## src/rtl/core/chi_pkg.sv

```systemverilog
// Shared types, widths and codes for the cubic Hermite segment evaluator.
// No dependencies; imported by every module of the block.
package chi_pkg;

    localparam int unsigned FRAC_BITS_DEF = 16;
    localparam int unsigned DATA_W        = 32;
    localparam int unsigned ACC_W         = 64;
    localparam int unsigned T_BITS        = 31;
    localparam int unsigned DIV_STEPS     = 4;
    localparam int unsigned DIV_STAGES    = DATA_W / DIV_STEPS;
    localparam int unsigned HORNER_LAT    = 2;
    localparam int unsigned CFG_IDX_W     = 3;

    // Configuration register indexes
    localparam logic [CFG_IDX_W-1:0] REG_START_X     = 3'd0;
    localparam logic [CFG_IDX_W-1:0] REG_START_Y     = 3'd1;
    localparam logic [CFG_IDX_W-1:0] REG_START_SLOPE = 3'd2;
    localparam logic [CFG_IDX_W-1:0] REG_END_X       = 3'd3;
    localparam logic [CFG_IDX_W-1:0] REG_END_Y       = 3'd4;
    localparam logic [CFG_IDX_W-1:0] REG_END_SLOPE   = 3'd5;

    localparam logic [DATA_W-1:0] START_SLOPE_RST = 32'h0001_0000;

    // Region codes
    localparam logic [1:0] REGION_BEFORE = 2'd0;
    localparam logic [1:0] REGION_INSIDE = 2'd1;
    localparam logic [1:0] REGION_BEYOND = 2'd2;

    typedef struct packed {
        logic signed [DATA_W-1:0] start_x;
        logic signed [DATA_W-1:0] start_y;
        logic signed [DATA_W-1:0] end_x;
        logic signed [DATA_W-1:0] end_y;
        logic [DATA_W-1:0]        start_slope_mag;
        logic                     start_slope_neg;
        logic [DATA_W-1:0]        end_slope_mag;
        logic                     end_slope_neg;
        logic [DATA_W-1:0]        span_mag;
        logic                     degenerate;
        logic signed [ACC_W-1:0]  p1;
        logic signed [ACC_W-1:0]  q;
        logic signed [ACC_W-1:0]  r;
    } coeff_t;

endpackage

```

## src/rtl/core/chi_div_stage.sv

```systemverilog
// One stage of the pipelined restoring divider: STEPS quotient bits per stage.
// Depends on chi_pkg.
module chi_div_stage #(
    parameter int unsigned STEPS = chi_pkg::DIV_STEPS
) (
    input  logic                       aclk,
    input  logic                       en,
    input  logic [chi_pkg::DATA_W-1:0] divisor,
    input  logic [chi_pkg::DATA_W-1:0] rem_in,
    input  logic [chi_pkg::DATA_W-1:0] bits_in,
    input  logic [chi_pkg::DATA_W-1:0] quot_in,
    output logic [chi_pkg::DATA_W-1:0] rem_out,
    output logic [chi_pkg::DATA_W-1:0] bits_out,
    output logic [chi_pkg::DATA_W-1:0] quot_out
);
    import chi_pkg::*;

    logic [DATA_W-1:0] rem_next, bits_next, quot_next;

    always_comb begin
        logic [DATA_W:0] trial;
        rem_next  = rem_in;
        bits_next = bits_in;
        quot_next = quot_in;
        for (int i = 0; i < STEPS; i++) begin
            trial     = {rem_next, bits_next[DATA_W-1]};
            bits_next = bits_next << 1;
            if (trial >= {1'b0, divisor}) begin
                trial     = trial - {1'b0, divisor};
                quot_next = {quot_next[DATA_W-2:0], 1'b1};
            end else begin
                quot_next = {quot_next[DATA_W-2:0], 1'b0};
            end
            rem_next = trial[DATA_W-1:0];
        end
    end

    always_ff @(posedge aclk) begin
        if (en) begin
            rem_out  <= rem_next;
            bits_out <= bits_next;
            quot_out <= quot_next;
        end
    end

endmodule

```

## config.mk

```make
export PLATFORM = sky130hd
export DESIGN_NAME = chi_div_stage
export DESIGN_NICKNAME = d
export VERILOG_FILES = /design/src/rtl/core/chi_pkg.sv /design/src/rtl/core/chi_div_stage.sv
export SDC_FILE = /design/constraint.sdc
export NUM_CORES = 1
export LEC_CHECK = 0
export BUFFER_PORTS_ARGS = -buffer_cell sky130_fd_sc_hd__buf_2
export CORE_MARGIN = 8
export CORE_UTILIZATION = 62
export CTS_CLUSTER_SIZE = 28
export DETAILED_ROUTE_END_ITERATION = 16
export PLACE_DENSITY = 0.89
export SYNTH_ARGS = -nofsm -noshare
export SYNTH_HDL_FRONTEND = slang
export SYNTH_SLANG_ARGS = --single-unit
```

## constraint.sdc

```tcl
create_clock -name aclk -period 23.3 [get_ports aclk]
set_input_delay 3.495 -clock aclk [delete_from_list [all_inputs] [get_ports aclk]]
set_output_delay 3.495 -clock aclk [all_outputs]
set_load 0.05 [all_outputs]
```

# Word-level counts from Yosys, hierarchy flattened
# Index checks and enable logic that the tools add are counted.
[word_totals]
out_inout_bits = 96
ff_bits = 92
elab_cells = 19
[classes]
n_addsub = 4
order_cmp = 4
n_mux = 8
[op_table]
columns = ["cell", "count"]
rows = [
  ["$ge A33 B32 Y1", 4],
  ["$mux W32", 4],
  ["$sub A32 B32 Y32", 4],
  ["$mux W1", 4],
]

# Logic depth before layout (Yosys ltp)
[logic_depth]
ltp_word = 8
ltp_mapped = 59
depth_no_buf = 50

# Worst setup path after synthesis
# No wires, ideal clock.
[synth_timing]
path_kind = "in2reg"
startpoint = "input port divisor[1] (netlist bit)"
endpoint = "register rem_out[10] (netlist bit) (data pin)"
setup_time_ns = 0.260
cell_stages = 54
t_arrival_ns = 14.465
path_slack_ns = 8.575
path_cell_list = "inv_1 -> ha_1 -> nor2b_1 -> o2111ai_1 -> a211oi_2 -> o21ai_1 -> o311a_1 -> o21a_4 -> inv_2 -> clkbuf_1 -> clkbuf_1 -> nand2_1 -> o21ai_0 -> inv_1 -> ha_1 -> nor2b_1 -> o21bai_1 -> a31oi_1 -> (+18 left out) -> buf_2 -> mux2_2 -> ha_1 -> a2111oi_0 -> o21ai_0 -> a41oi_1 -> o21a_1 -> nor2_1 -> nor4_1 -> o311ai_0 -> a21oi_1 -> o21bai_1 -> or3_1 -> buf_2 -> and2_1 -> buf_6 -> buf_8 -> mux2_4"
[synth_between]
elab_chain_cells = 8
elab_cells_between_ends = 12
cone_classes = "add/sub: 4; order compare: 4; mux: 4"
[synth_rtl]
columns = ["element", "line_no", "source"]
rows = [
  ["start: declaration", "chi_div_stage.sv:8", "input logic [chi_pkg::DATA_W-1:0] divisor,"],
  ["$sub A32 B32 Y32 or $ge A33 B32 Y1 (tied branches)", "chi_div_stage.sv:29, chi_div_stage.sv:28", ""],
  ["$mux W32", "chi_div_stage.sv:28", "if (trial >= {1'b0, divisor}) begin"],
  ["$sub A32 B32 Y32 or $ge A33 B32 Y1 (tied branches)", "chi_div_stage.sv:29, chi_div_stage.sv:28", ""],
  ["$mux W32", "chi_div_stage.sv:28", ""],
  ["$sub A32 B32 Y32 or $ge A33 B32 Y1 (tied branches)", "chi_div_stage.sv:29, chi_div_stage.sv:28", ""],
  ["$mux W32", "chi_div_stage.sv:28", ""],
  ["$sub A32 B32 Y32 or $ge A33 B32 Y1 (tied branches)", "chi_div_stage.sv:29, chi_div_stage.sv:28", ""],
  ["$mux W32 *", "chi_div_stage.sv:28", ""],
  ["net rem_next[10]", "chi_div_stage.sv:18", "logic [DATA_W-1:0] rem_next, bits_next, quot_next;"],
  ["end signal: assignment", "chi_div_stage.sv:40", "rem_out <= rem_next;"],
  ["end: declaration", "chi_div_stage.sv:12", "output logic [chi_pkg::DATA_W-1:0] rem_out,"],
]
# The timed path passes the listed nets; every way through them passes the cells marked *.
# A chain may end at the register's enable or synchronous reset.

# Worst setup path in the final report
[layout_timing]
startpoint = "input port divisor[18] (netlist bit)"
endpoint = "register rem_out[1] (netlist bit) (data pin)"
[layout_between]
elab_chain_cells = 8
elab_cells_between_ends = 12
cone_classes = "add/sub: 4; order compare: 4; mux: 4"
[layout_rtl]
columns = ["element", "line_no"]
rows = [
  ["$sub A32 B32 Y32 or $ge A33 B32 Y1 (tied branches)", "chi_div_stage.sv:29, chi_div_stage.sv:28"],
  ["$mux W32", "chi_div_stage.sv:28"],
  ["$sub A32 B32 Y32 or $ge A33 B32 Y1 (tied branches)", "chi_div_stage.sv:29, chi_div_stage.sv:28"],
  ["$mux W32", "chi_div_stage.sv:28"],
  ["$ge A33 B32 Y1 or $sub A32 B32 Y32 (tied branches)", "chi_div_stage.sv:28, chi_div_stage.sv:29"],
  ["$mux W32", "chi_div_stage.sv:28"],
  ["$sub A32 B32 Y32 or $ge A33 B32 Y1 (tied branches)", "chi_div_stage.sv:29, chi_div_stage.sv:28"],
  ["$mux W32 *", "chi_div_stage.sv:28"],
  ["net rem_next[1]", "chi_div_stage.sv:18"],
]
# Marks and branches as above.

==> reports/summary.txt <==
post-synthesis register bit count -> 92
core area -> 17300 um2
largest net degree at the start of global routing -> 68
Sink Count -> 92
Min Clock Period, post-route -> 17780 ps
CP Class -> in -> reg
die area -> 22200 um2
DR WL/cell -> 18.6 um
post-layout net count -> 1715
vias in the first global route -> 9772
Crit-path slowest cell -> and2_2
post-DP HPWL -> 26.1 mm
Setup Buffers After CTS -> 0
CTS Hold Bufs -> 0
fraction of registers with async set/reset -> 0%
DP Area -> 12200 um2
I/O Pins -> 226
area grow syn2layout -> 13.3%
register area share after synthesis -> 25.2%
status -> finished, final reports clean
initial antenna violation count -> 0
DP Cell Count -> 1667
Initial DRT Pass Iterations -> 5
Most Frequent Cell on Critical Path -> a21oi_1
Setup TNS -> 0 ps
Overflow after GRT -> 0
GP Congestion -> 0.967
synthesized area -> 11000 um2
prevailing post-synth register cell -> edfxtp_1
Clock Tree Buf Depth -> 2
Resize count post-CTS -> 0
root buffer cell -> clkbuf_16
I/O Buffers -> 217
antenna diode count -> 0
Synth Area per Inst -> 8.73 um2
WP data required -> 23380 ps
crit-path max FO -> 43
post-DR vias/cell -> 6.17
post-route cell area -> 12400 um2
die height -> 149 um
CP max stage delay -> 840 ps
DRC viols -> 0
worst-margin pin slew -> 938 ps
total track usage -> 27.0%
H-tree Lvls -> 3
CP endpoint kind -> flip-flop
worst slack, placed -> 5590 ps
total number of vias -> 10382
global-route wire length before repair -> 49.0 mm
leakage -> 5.79 nW
Reg clk slew, reported paths -> 60 ps
Unique masters post-synth -> 76
Slew Viols, Final -> 0
Gate Count Post-Synth -> 1256
worst relative slew slack -> 37.5%
Final Hold Violating Endpoints -> 0
row cnt -> 48
RSZ-0062 raised after global routing -> no
Hold Path Class -> in -> reg
commonest non-fill, non-tap cells in the layout -> buf_2, a21oi_1, ha_1
Setup-failing EPs final -> 0
Non-Filler Instances -> 1683
crit path DAT -> 17860 ps
Fmax -> 0.0562 GHz
CP startpoint kind -> primary input
cts bufs inserted -> 9
Post-synth EDFFs -> 92
Peak supply drop -> 0.0975 mV
most common cell after layout, fill and taps aside -> buf_2
max-cap violations -> 0
Initial Util -> 63.4%
Die Wd -> 149 um
Initial DRC Count -> 748
post-route setup slack -> 5520 ps
post-route ant nets -> 0
WL final -> 31.3 mm
TritonCTS clock tree -> yes
pwr/cell area -> 183 nW/um2
fin crit share -> 76.3%
YS warnings -> 0
share of post-route cells with drive strength above 1 -> 21.6%
power breakdown:
part / leakage [nW] / internal (mW) / switching, mW
registers: 0.901 / 0.286 / 0.00941
logic: 4.77 / 0.835 / 1.02
clock network: 0.125 / 0.0714 / 0.0525
cell families after synthesis:
| kind of cell | share of synthesized area [%] |
|---|---|
| AO/OA/AOI/OAI | 23.9 |
| multiplexers | 7.90 |
| buffers and inverters | 4.48 |
| flip-flops | 25.2 |
| adder cells (fa/ha/maj) | 15.3 |
| other | 0.0342 |
| XOR/XNOR | 8.62 |
| AND/OR/NAND/NOR | 14.5 |
through the flow:
step	power, mW	utilization (%)	hold slack (ps)
after detailed placement	2.12	70.4	3670
after floorplan	1.82	-	3590
after CTS	2.26	71.9	3330
after global placement	2.08	70.4	3670
after global routing	2.44	71.9	3330
final	2.27	71.9	3340
flip-flops by register name, indices dropped and copies added, names as in the netlist:
register  cells
quot_out     32
rem_out      32
bits_out     28
worst max-delay path: cells and delay by family:
kind	cells	cell delay (ps)
compound gates	21	5570
simple gates	14	4430
fa+ha+maj	4	1720
buf+inv	5	1360
mux	3	1060
xor+xnor	1	130
path summary, 6_finish.rpt:
check | startpoint | endpoint | slack (ps) | cells past startpoint
hold / removal | bits_in[6] | bits_out[10] | 3340 | 1
setup / recovery | divisor[18] | rem_out[1] | 5520 | 48
Yosys cell counts, drive strengths merged, types with 21 or more instances:
cell / instances / area share (%)
ha: 128 / 15
buf: 21 / 1.3
xor2: 33 / 2.6
mux2: 61 / 7.1
nand2: 95 / 3.3
inv: 77 / 2.6
nor2: 102 / 3.5
nand3: 23 / 1.0
a21oi: 143 / 6.5
edfxtp: 92 / 25
xnor2: 75 / 6.0
a21o: 54 / 3.7
o21a: 22 / 1.6
o21ai: 64 / 2.9
nor2b: 22 / 1.3
metal layers:
metal  part of all wire [%]  global-route usage [%]  routed length [um]  vias to the layer above
li1                       -                       -                   -                     5056
met1                     43                    34.8               13400                     4806
met2                     46                    44.6               14300                      454
met3                    7.5                    3.31                2350                       66
met4                    3.9                    12.3                1220                        0
met5                      0                       0                   0                        -
area by class of cell:
type	count	area, um2
Clock buffer	11	233
Clock inverter	5	28.8
Fill cell	1368	4860
Inverter	77	289
Multi-Input combinational cell	1053	7730
Sequential cell	92	2760
Tap cell	225	282
Timing Repair Buffer	220	1110
Note: power is estimated with default switching activity, not from simulation.
